--- config.mk ---
export PLATFORM = sky130hd
export DESIGN_NAME = uart_ring_buffer_queues
export DESIGN_NICKNAME = d
export VERILOG_FILES = /design/src/rtl/core/urbq_pkg.sv /design/src/rtl/core/urbq_ram.sv /design/src/rtl/core/urbq_ctrl.sv /design/src/rtl/core/uart_ring_buffer_queues.sv
export SDC_FILE = /design/constraint.sdc
export NUM_CORES = 1
export LEC_CHECK = 0
export BUFFER_PORTS_ARGS = -buffer_cell sky130_fd_sc_hd__buf_2
export CORE_ASPECT_RATIO = 0.5
export CORE_MARGIN = 1
export CORE_UTILIZATION = 65
export CTS_BUF_LIST = sky130_fd_sc_hd__clkbuf_4
export CTS_CLUSTER_SIZE = 28
export DETAILED_ROUTE_END_ITERATION = 16
export GPL_TIMING_DRIVEN = 0
export PLACE_DENSITY_LB_ADDON = 0.15
export SLEW_MARGIN = 0
export SYNTH_ARGS = -nofsm -noshare
export SYNTH_HDL_FRONTEND = slang
export SYNTH_HIERARCHICAL = 1
export SYNTH_SLANG_ARGS = --single-unit
export TNS_END_PERCENT = 30
--- constraint.sdc ---
create_clock -name clk -period 5.7 [get_ports clk]
set_input_delay 0.57 -clock clk [delete_from_list [all_inputs] [get_ports clk]]
set_output_delay 0.57 -clock clk [all_outputs]
set_load 0.005 [all_outputs]
--- src/rtl/core/urbq_pkg.sv ---
// Shared types and constants for the serial-port ring buffer queues.
// Used by urbq_ram, urbq_ctrl and uart_ring_buffer_queues.
package urbq_pkg;

  localparam int DEF_RX_DEPTH = 64;
  localparam int DEF_TX_DEPTH = 64;
  localparam int BYTE_W       = 8;
  localparam int CMD_W        = 3;
  localparam int LEVEL_W      = 7;

  localparam logic [BYTE_W-1:0] EMPTY_READ_BYTE = 8'hFF;

  // Event codes
  typedef enum logic [CMD_W-1:0] {
    CMD_RX_BYTE = 3'd0,
    CMD_TX_DONE = 3'd1,
    CMD_SEND    = 3'd2,
    CMD_READ    = 3'd3,
    CMD_FLUSH   = 3'd4
  } cmd_t;

  // Decisions taken when an event is accepted, finished once memory data returns
  typedef struct packed {
    logic               tx_mem;      // next queued byte goes to the line
    logic               tx_direct;   // sent byte goes straight to the line
    logic [BYTE_W-1:0]  direct_byte;
    logic               rd_mem;      // host read returns stored byte
    logic               rd_empty;    // host read on empty ring
    logic               acc;         // host send taken
    logic [LEVEL_W-1:0] rx_level;
    logic [LEVEL_W-1:0] tx_space;
  } step_t;

endpackage

--- src/rtl/core/urbq_ram.sv ---
// Single-write, single-read byte memory with a registered read port.
// Depends on urbq_pkg for the data width.
module urbq_ram
  import urbq_pkg::*;
#(
  parameter int DEPTH = DEF_RX_DEPTH
) (
  input  logic                     clk,
  input  logic                     we,
  input  logic [$clog2(DEPTH)-1:0] waddr,
  input  logic [BYTE_W-1:0]        wdata,
  input  logic                     re,
  input  logic [$clog2(DEPTH)-1:0] raddr,
  output logic [BYTE_W-1:0]        rdata
);

  logic [BYTE_W-1:0] mem [DEPTH];

  // Write port
  always_ff @(posedge clk) begin
    if (we) begin
      mem[waddr] <= wdata;
    end
  end

  // Read port, registered; data holds between reads
  always_ff @(posedge clk) begin
    if (re) begin
      rdata <= mem[raddr];
    end
  end

endmodule

--- src/rtl/core/urbq_ctrl.sv ---
// Pointer and fill-count control for the receive and transmit rings.
// Drives the memory ports and the per-event decision; depends on urbq_pkg.
module urbq_ctrl
  import urbq_pkg::*;
#(
  parameter int RX_DEPTH = DEF_RX_DEPTH,
  parameter int TX_DEPTH = DEF_TX_DEPTH
) (
  input  logic                        clk,
  input  logic                        rst,
  input  logic                        accept,
  input  logic [CMD_W-1:0]            cmd,
  input  logic [BYTE_W-1:0]           data_in,
  output step_t                       step,
  output logic                        rx_we,
  output logic [$clog2(RX_DEPTH)-1:0] rx_waddr,
  output logic                        rx_re,
  output logic [$clog2(RX_DEPTH)-1:0] rx_raddr,
  output logic                        tx_we,
  output logic [$clog2(TX_DEPTH)-1:0] tx_waddr,
  output logic                        tx_re,
  output logic [$clog2(TX_DEPTH)-1:0] tx_raddr,
  output logic [BYTE_W-1:0]           wdata
);

  localparam int RPW = $clog2(RX_DEPTH);
  localparam int TPW = $clog2(TX_DEPTH);
  localparam int RFW = $clog2(RX_DEPTH + 1);
  localparam int TFW = $clog2(TX_DEPTH + 1);

  logic [RPW-1:0] rx_write_ptr, rx_write_ptr_next;
  logic [RPW-1:0] rx_read_ptr, rx_read_ptr_next;
  logic [RFW-1:0] rx_fill, rx_fill_next;
  logic [TPW-1:0] tx_write_ptr, tx_write_ptr_next;
  logic [TPW-1:0] tx_read_ptr, tx_read_ptr_next;
  logic [TFW-1:0] tx_fill, tx_fill_next;
  logic [31:0]    rx_level_w;
  logic [31:0]    tx_space_w;

  function automatic logic [RPW-1:0] rx_wrap(input logic [RPW-1:0] p);
    return (p == RPW'(RX_DEPTH - 1)) ? '0 : p + 1'b1;
  endfunction

  function automatic logic [TPW-1:0] tx_wrap(input logic [TPW-1:0] p);
    return (p == TPW'(TX_DEPTH - 1)) ? '0 : p + 1'b1;
  endfunction

  // Event decode: next pointers, counts, memory requests
  always_comb begin
    rx_write_ptr_next = rx_write_ptr;
    rx_read_ptr_next  = rx_read_ptr;
    rx_fill_next      = rx_fill;
    tx_write_ptr_next = tx_write_ptr;
    tx_read_ptr_next  = tx_read_ptr;
    tx_fill_next      = tx_fill;
    rx_we             = 1'b0;
    rx_re             = 1'b0;
    tx_we             = 1'b0;
    tx_re             = 1'b0;
    step              = '0;
    step.direct_byte  = data_in;
    if (accept) begin
      unique case (cmd)
        CMD_RX_BYTE: begin
          if (rx_fill < RFW'(RX_DEPTH)) begin
            rx_we             = 1'b1;
            rx_fill_next      = rx_fill + 1'b1;
            rx_write_ptr_next = rx_wrap(rx_write_ptr);
          end
        end
        CMD_TX_DONE: begin
          if (tx_fill >= TFW'(2)) begin
            tx_re            = 1'b1;
            step.tx_mem      = 1'b1;
            tx_read_ptr_next = tx_wrap(tx_read_ptr);
            tx_fill_next     = tx_fill - 1'b1;
          end else if (tx_fill == TFW'(1)) begin
            tx_fill_next = '0;
          end
        end
        CMD_SEND: begin
          if (tx_fill == '0) begin
            step.tx_direct = 1'b1;
            step.acc       = 1'b1;
            tx_fill_next   = TFW'(1);
          end else if (tx_fill < TFW'(TX_DEPTH)) begin
            tx_we             = 1'b1;
            step.acc          = 1'b1;
            tx_fill_next      = tx_fill + 1'b1;
            tx_write_ptr_next = tx_wrap(tx_write_ptr);
          end
        end
        CMD_READ: begin
          if (rx_fill == '0) begin
            step.rd_empty = 1'b1;
          end else begin
            rx_re            = 1'b1;
            step.rd_mem      = 1'b1;
            rx_fill_next     = rx_fill - 1'b1;
            rx_read_ptr_next = rx_wrap(rx_read_ptr);
          end
        end
        CMD_FLUSH: begin
          rx_read_ptr_next = rx_write_ptr;
          rx_fill_next     = '0;
        end
        default: begin
        end
      endcase
    end
    rx_level_w    = 32'(rx_fill_next);
    tx_space_w    = 32'(TX_DEPTH) - 32'(tx_fill_next);
    step.rx_level = rx_level_w[LEVEL_W-1:0];
    step.tx_space = tx_space_w[LEVEL_W-1:0];
  end

  assign rx_waddr = rx_write_ptr;
  assign rx_raddr = rx_read_ptr;
  assign tx_waddr = tx_write_ptr;
  assign tx_raddr = tx_read_ptr;
  assign wdata    = data_in;

  // Ring state
  always_ff @(posedge clk) begin
    if (rst) begin
      rx_write_ptr <= '0;
      rx_read_ptr  <= '0;
      rx_fill      <= '0;
      tx_write_ptr <= '0;
      tx_read_ptr  <= '0;
      tx_fill      <= '0;
    end else begin
      rx_write_ptr <= rx_write_ptr_next;
      rx_read_ptr  <= rx_read_ptr_next;
      rx_fill      <= rx_fill_next;
      tx_write_ptr <= tx_write_ptr_next;
      tx_read_ptr  <= tx_read_ptr_next;
      tx_fill      <= tx_fill_next;
    end
  end

endmodule

--- src/rtl/core/uart_ring_buffer_queues.sv ---
// Top level of the serial-port receive/transmit ring buffer queues.
// Instantiates urbq_ctrl and two urbq_ram; depends on urbq_pkg.
//
// Usage:
//   Input channel (in_valid / in_stall) carries one event per beat: cmd and
//   data_in. Output channel (out_valid / out_stall) returns one result beat
//   per event, in order: line byte handoff, host read data, send status,
//   receive level and transmit free space.
//   Path: the ring memory read and the stage register load when an event
//   is accepted; the output register loads from that stage while the
//   output is not stalled, and the result beat is then presented.
//   Throughput: one event per cycle sustained while the output is drained;
//   the single stage between the memory read and the output register sets
//   this figure.
//   When the receiver stalls, the output register holds its beat, the stage
//   behind it holds, and in_stall rises once that stage is occupied.
//   Reset clears pointers, fill counts and all valid flags; ring memory
//   contents are not cleared and need no clearing pass.
module uart_ring_buffer_queues
  import urbq_pkg::*;
#(
  parameter int RX_DEPTH = DEF_RX_DEPTH,
  parameter int TX_DEPTH = DEF_TX_DEPTH
) (
  input  logic               clk,
  input  logic               rst,
  input  logic               in_valid,
  output logic               in_stall,
  input  logic [CMD_W-1:0]   cmd,
  input  logic [BYTE_W-1:0]  data_in,
  output logic               out_valid,
  input  logic               out_stall,
  output logic               line_tx_valid,
  output logic [BYTE_W-1:0]  line_tx_byte,
  output logic [BYTE_W-1:0]  read_data,
  output logic               send_accepted,
  output logic [LEVEL_W-1:0] rx_level,
  output logic [LEVEL_W-1:0] tx_space
);

  localparam int RPW = $clog2(RX_DEPTH);
  localparam int TPW = $clog2(TX_DEPTH);

  logic              accept;
  logic              s1_valid;
  logic              s1_adv;
  step_t             step;
  step_t             s1_step;
  logic              rx_we, rx_re, tx_we, tx_re;
  logic [RPW-1:0]    rx_waddr, rx_raddr;
  logic [TPW-1:0]    tx_waddr, tx_raddr;
  logic [BYTE_W-1:0] wdata;
  logic [BYTE_W-1:0] rx_rdata, tx_rdata;

  // Handshake
  assign s1_adv   = !out_valid || !out_stall;
  assign in_stall = s1_valid && !s1_adv;
  assign accept   = in_valid && !in_stall;

  urbq_ctrl #(
    .RX_DEPTH(RX_DEPTH),
    .TX_DEPTH(TX_DEPTH)
  ) u_ctrl (
    .clk      (clk),
    .rst      (rst),
    .accept   (accept),
    .cmd      (cmd),
    .data_in  (data_in),
    .step     (step),
    .rx_we    (rx_we),
    .rx_waddr (rx_waddr),
    .rx_re    (rx_re),
    .rx_raddr (rx_raddr),
    .tx_we    (tx_we),
    .tx_waddr (tx_waddr),
    .tx_re    (tx_re),
    .tx_raddr (tx_raddr),
    .wdata    (wdata)
  );

  urbq_ram #(.DEPTH(RX_DEPTH)) u_rx_ram (
    .clk   (clk),
    .we    (rx_we),
    .waddr (rx_waddr),
    .wdata (wdata),
    .re    (rx_re),
    .raddr (rx_raddr),
    .rdata (rx_rdata)
  );

  urbq_ram #(.DEPTH(TX_DEPTH)) u_tx_ram (
    .clk   (clk),
    .we    (tx_we),
    .waddr (tx_waddr),
    .wdata (wdata),
    .re    (tx_re),
    .raddr (tx_raddr),
    .rdata (tx_rdata)
  );

  // Stage valid flags
  always_ff @(posedge clk) begin
    if (rst) begin
      s1_valid  <= 1'b0;
      out_valid <= 1'b0;
    end else begin
      if (accept) begin
        s1_valid <= 1'b1;
      end else if (s1_adv) begin
        s1_valid <= 1'b0;
      end
      if (s1_valid && s1_adv) begin
        out_valid <= 1'b1;
      end else if (!out_stall) begin
        out_valid <= 1'b0;
      end
    end
  end

  // Stage payload: decision waits beside the memory read
  always_ff @(posedge clk) begin
    if (accept) begin
      s1_step <= step;
    end
  end

  // Output register: merge memory data with the decision
  always_ff @(posedge clk) begin
    if (s1_valid && s1_adv) begin
      line_tx_valid <= s1_step.tx_mem || s1_step.tx_direct;
      line_tx_byte  <= s1_step.tx_mem    ? tx_rdata :
                       s1_step.tx_direct ? s1_step.direct_byte : '0;
      read_data     <= s1_step.rd_mem   ? rx_rdata :
                       s1_step.rd_empty ? EMPTY_READ_BYTE : '0;
      send_accepted <= s1_step.acc;
      rx_level      <= s1_step.rx_level;
      tx_space      <= s1_step.tx_space;
    end
  end

`ifndef SYNTHESIS
  // Input is only held off when the middle stage is occupied
  a_stall_needs_s1: assert property (@(posedge clk) disable iff (rst)
    in_stall |-> s1_valid)
    else $error("in_stall without an occupied stage");

  // A blocked stage keeps its beat
  a_s1_holds: assert property (@(posedge clk) disable iff (rst)
    s1_valid && !s1_adv |=> s1_valid)
    else $error("stage beat lost while output stalled");

  // A read result excludes any transmit activity
  a_read_exclusive: assert property (@(posedge clk) disable iff (rst)
    out_valid && (read_data != '0) |-> !line_tx_valid && !send_accepted)
    else $error("read result mixed with transmit result");

  // Line byte is zero unless handed off
  a_tx_byte_zero: assert property (@(posedge clk) disable iff (rst)
    out_valid && !line_tx_valid |-> line_tx_byte == '0)
    else $error("line byte set without handoff");
`endif

endmodule

==> impl_results.html <==
<table>
<tr><th>Metric</th><th>Value</th></tr>
<tr><th colspan="2">Place</th></tr>
<tr><td>Count of input and output buffers</td><td>40</td></tr>
<tr><td>GP Congestion</td><td>0.921</td></tr>
<tr><td>Estimated wirelength of the detail-placed design</td><td>64.5 mm</td></tr>
<tr><td>Placed Cells</td><td>roughly 3300</td></tr>
<tr><td>Placed inst area</td><td>0.0468 mm^2</td></tr>
<tr><th colspan="2">Pwr</th></tr>
<tr><td>Proportion of total power due to net switching</td><td>21.2%</td></tr>
<tr><td>Net switching power</td><td>about 3.3 mW</td></tr>
<tr><td>Leak pwr</td><td>around 16 nW</td></tr>
<tr><td>Gate power share</td><td>approximately 2.6%</td></tr>
<tr><td>Internal power</td><td>roughly 12 mW</td></tr>
<tr><td>Clock network power share</td><td>between 30% and 40%</td></tr>
<tr><td>Worst ir drop on vdd</td><td>roughly 0.2 mV</td></tr>
<tr><td>Flop pwr share</td><td>approximately 58%</td></tr>
<tr><td>Total power density per cell area</td><td>314 mW/mm^2</td></tr>
<tr><th colspan="2">Logic synthesis</th></tr>
<tr><td>Seq cells post-synth</td><td>about 1100</td></tr>
<tr><td>Fraction of synthesized area in multiplexers</td><td>14.2%</td></tr>
<tr><td>XOR/XNOR Fraction of Synth Area</td><td>less than 1%</td></tr>
<tr><td>Area fraction in compound gates after synthesis</td><td>about 3.3%</td></tr>
<tr><td>Most frequent cells after synthesis</td><td>1099 x edfxtp_1, 252 x mux4_2, 209 x nor2_1</td></tr>
<tr><td>Synth Net Count</td><td>2354</td></tr>
<tr><td>Count of yosys warnings during synthesis</td><td>6</td></tr>
<tr><td>Portion of the post-synthesis area used by sequential elements</td><td>~75%</td></tr>
<tr><td>Post-Syn Area</td><td>roughly 0.045 mm^2</td></tr>
<tr><td>Gate count of the mapped netlist</td><td>2328</td></tr>
<tr><td>Cells taking the most area after synthesis</td><td>edfxtp_1 73%, mux4_2 13%, dfxtp_1 1.8%</td></tr>
<tr><td>Number of enable-type register cells in the synthesized netlist</td><td>~1100</td></tr>
<tr><td>Cell with the most instances after synthesis</td><td>edfxtp_1</td></tr>
<tr><td>Unique cell type count in the Yosys netlist</td><td>86</td></tr>
<tr><td>Post-synthesis cell type with the largest combined area</td><td>edfxtp_1</td></tr>
<tr><td>Fraction of the mapped netlist area in adder cells</td><td>less than 1%</td></tr>
<tr><td>Area share of the largest cell type after synthesis</td><td>between 70% and 80%</td></tr>
<tr><td>Main combinational cell family by area after synthesis</td><td>multiplexers</td></tr>
<tr><td>Synth async-reset ratio</td><td>0%</td></tr>
<tr><td>Post-synthesis average cell area</td><td>~20 um^2</td></tr>
<tr><td>Simple-gate share of the synthesized area</td><td>roughly 5.1%</td></tr>
<tr><td>Ys flop type</td><td>edfxtp_1</td></tr>
<tr><th colspan="2">Route</th></tr>
<tr><td>Avg Vias per Cell</td><td>around 6.6</td></tr>
<tr><td>Total length of routed wires</td><td>roughly 110 mm</td></tr>
<tr><td>Drc violations</td><td>0</td></tr>
<tr><td>Total via count after detailed routing</td><td>about 25000</td></tr>
<tr><td>Average wire per standard cell</td><td>approximately 28 um</td></tr>
<tr><td>1st-pass router iterations</td><td>6</td></tr>
<tr><td>Post-route ant nets</td><td>0</td></tr>
<tr><td>Number of DRC violations after detailed-routing iteration 0</td><td>between 3000 and 4000</td></tr>
<tr><th colspan="2">Global routing</th></tr>
<tr><td>Vias in the first global route</td><td>24200</td></tr>
<tr><td>Wire length of the first global-routing pass</td><td>~160 mm</td></tr>
<tr><td>Initial antenna violation count</td><td>5</td></tr>
<tr><td>Global routing usage summed across all routing layers</td><td>a little under a third</td></tr>
<tr><td>Largest net degree at the start of global routing</td><td>roughly 130</td></tr>
<tr><td>Final global-route overflow total</td><td>0</td></tr>
<tr><th colspan="2">Final layout</th></tr>
<tr><td>Final Instance Count excl. Fillers</td><td>about 3800</td></tr>
<tr><td>Final non-filler cell area</td><td>around 0.050 mm^2</td></tr>
<tr><td>Layout cells sized above 1</td><td>29.7%</td></tr>
<tr><td>Area delta synth-&gt;final</td><td>10.9%</td></tr>
<tr><td>NumNets Final</td><td>2659</td></tr>
<tr><th colspan="2">Clock tree</th></tr>
<tr><td># resized after CTS</td><td>0</td></tr>
<tr><td>H-Tree Level Count</td><td>4</td></tr>
<tr><td>Count of clock tree sinks</td><td>between 1000 and 1500</td></tr>
<tr><td>Clock input transition at the sequential cells of the worst setup and hold paths</td><td>0.07 ns</td></tr>
<tr><td>Skew-Pair Late Insertion Delay</td><td>1.07 ns</td></tr>
<tr><td>CTS tree</td><td>done</td></tr>
<tr><td>Setup repair bufs after CTS</td><td>0</td></tr>
<tr><td>Bufs on Longest Clock Path</td><td>3</td></tr>
<tr><td>Master cell of the clock root buffer</td><td>clkbuf_4</td></tr>
<tr><td>Clock buffers created by TritonCTS</td><td>roughly 240</td></tr>
<tr><td>Cts hold-fix bufs</td><td>13</td></tr>
<tr><th colspan="2">Hold path</th></tr>
<tr><td>Hold Crit Depth</td><td>4</td></tr>
<tr><td>Worst hold path type</td><td>in -&gt; reg</td></tr>
<tr><th colspan="2">Timing</th></tr>
<tr><td>Time the worst path needs with I/O delays and setup</td><td>around 4.7 ns</td></tr>
<tr><td>Transition time of the tightest slew-check pin</td><td>~1.5 ns</td></tr>
<tr><td>Post-Route Hold Slack</td><td>~0.20 ns</td></tr>
<tr><td>Total count of max-transition violations in the final report</td><td>52</td></tr>
<tr><td>Final setup violating endpoints</td><td>0</td></tr>
<tr><td>Hold Fails Final Rpt</td><td>0</td></tr>
<tr><td>Relative slew slack</td><td>-0.679%</td></tr>
<tr><td>Clk_skew</td><td>about 0.058 ns</td></tr>
<tr><td>Share of the clock period used by the worst path after layout</td><td>between 80% and 90%</td></tr>
<tr><td>Fmax achieved</td><td>approximately 0.21 GHz</td></tr>
<tr><td>Unrepaired setup endpoints after global routing</td><td>false</td></tr>
<tr><th colspan="2">Critical path</th></tr>
<tr><td>Kind of capture point of the worst setup path</td><td>flop</td></tr>
<tr><td>End of the worst register-to-register path</td><td>u_tx_ram/mem[6][3]$_DFFE_PP_</td></tr>
<tr><td>Worst Setup Path Type</td><td>reg -&gt; reg</td></tr>
<tr><td>End point of the critical path</td><td>u_tx_ram/mem[6][3]$_DFFE_PP_</td></tr>
<tr><td>WP data required</td><td>approximately 6.4 ns</td></tr>
<tr><td>Setup crit start kind</td><td>flop</td></tr>
<tr><td>Register-to-Register Path Depth</td><td>9</td></tr>
<tr><td>Worst reg2reg startpoint</td><td>out_valid$_SDFFE_PP0P_</td></tr>
<tr><td>Worst setup slack for register-to-register paths</td><td>a little over 1 ns</td></tr>
<tr><td>Worst setup path start</td><td>out_valid$_SDFFE_PP0P_</td></tr>
<tr><td>CP Max Fanout</td><td>30</td></tr>
<tr><td>Data arrival time of the critical path</td><td>between 5 and 6 ns</td></tr>
<tr><th colspan="2">Run status</th></tr>
<tr><td>Result of the run</td><td>finished, violations left</td></tr>
<tr><td>Violated checks</td><td>slew limit</td></tr>
<tr><th colspan="2">Die</th></tr>
<tr><td># rows</td><td>slightly below 70</td></tr>
<tr><td>Starting utilization of the core area</td><td>between 60% and 70%</td></tr>
<tr><td>Number of primary I/O pins</td><td>slightly below 50</td></tr>
<tr><td>Horizontal extent of the die</td><td>roughly 380 um</td></tr>
<tr><td>Die height</td><td>between 150 and 200 um</td></tr>
<tr><td>Placeable core area</td><td>about 0.07 mm^2</td></tr>
<tr><td>Die Area</td><td>about 0.071 mm^2</td></tr>
<tr><th colspan="2">Flow run</th></tr>
<tr><td>Number of max-capacitance violations reported</td><td>0</td></tr>
</table>
-- per-layer routing --
layer,global-route usage [%],routed length [um],vias to the layer above
met3,8.43,12300,238
li1,-,-,10300
met2,45.7,49100,1616
met1,44.9,41900,12600
met5,0,0,-
met4,11.2,3310,0
-- power by group through the flow --
stage / logic (mW) / clock network, mW / registers (mW)
2_1_floorplan: 0.228 / 0 / 9.39
3_3_place_gp: 0.359 / 0 / 9.39
3_5_place_dp: 0.378 / 0 / 9.39
4_1_cts: 0.384 / 6.30 / 9.21
5_1_grt: 0.432 / 6.74 / 9.20
6_report: 0.408 / 6.19 / 9.20
-- critical path, cell delays in order, from the launching register on --
cell and delay, ns:
dfxtp_1 0.36, nand3_1 0.12, inv_1 0.08, nor2_4 0.71
buf_2 0.37, nand4bb_4 0.19, nor3_4 0.62, nor2b_1 0.34
nand3_1 0.55, nor2_1 0.95
-- worst min-delay path by stage --
| stage | end | start |
|---|---|---|
| floorplan | rx_level[0]$_DFFE_PP_ | s1_step[7]$_DFFE_PP_ |
| global placement | rx_level[1]$_DFFE_PP_ | s1_step[8]$_DFFE_PP_ |
| detailed placement | rx_level[4]$_DFFE_PP_ | s1_step[11]$_DFFE_PP_ |
| CTS | s1_step[25]$_DFFE_PP_ | cmd[1] |
| global route | s1_step[25]$_DFFE_PP_ | cmd[1] |
| finish | s1_step[25]$_DFFE_PP_ | cmd[1] |
-- cell usage in the layout (no fill, tap or decap), types with 13 or more instances in the layout --
master         Yosys  final
o221ai_1          16     16
nor2_1           209    208
nand2b_1          18     18
nor2b_1           37     37
clkbuf_1          44     44
o22ai_1           21     21
buf_4             46     44
nand4_1           13     13
a21oi_1           28     28
buf_6             12     14
dlygate4sd3_1      0     20
nand2_1           84     84
nor3_1            21     20
clkinv_1           0     28
dfxtp_1           40     40
edfxtp_1        1099   1099
mux2i_1           49     49
mux2_2            26     26
o21ai_0           16     16
mux4_2           252    252
nand3_1           33     33
a221oi_1          16     16
clkbuf_4           0    374
buf_2             29     69
-- cell families (layout without fill, tap and decap cells) --
logic type | count (synthesis) | after routing
DFF | 1139 | 1139
and+or+nand+nor | 475 | 475
muxes | 327 | 327
AOI/OAI and AO/OA | 199 | 199
buffers and inverters | 155 | 641
xor gates and xnor gates | 22 | 22
adders and majority gates | 11 | 11
other | 0 | 7
-- state kept, by name, summed over array words and instances, names as in the netlist, 7 cells and up --
name and flops:
tx_space 7, s1_step 27, u_tx_ram/rdata 8, line_tx_byte 8, u_rx_ram/mem 512, u_tx_ram/mem 512
u_ctrl/rx_fill 7, read_data 8, u_rx_ram/rdata 8, rx_level 7, u_ctrl/tx_fill 7
-- through the flow --
step	power [mW]	worst slack [ns]	util [%]	TNS (ns)
after global placement	9.75	-0.324	67.7	-58.82
after detailed placement	9.77	0.872	67.8	0
after global routing	16.4	0.769	72.9	0
after CTS	15.9	1.16	72.5	0
after floorplan	9.62	1.45	-	0
final	15.8	1.01	72.9	0
-- area by class of cell --
type	instances	area [um^2]
multi-input cells	1034	10600
clock buffers	374	2810
diodes	7	17.5
fillers	4107	18700
clock inverters	44	288
repair buffers	68	621
plain buffers	143	908
flip-flops and latches	1139	33800
inverters	12	45.0
well taps	945	1180
(Power assumes the default switching activity.)
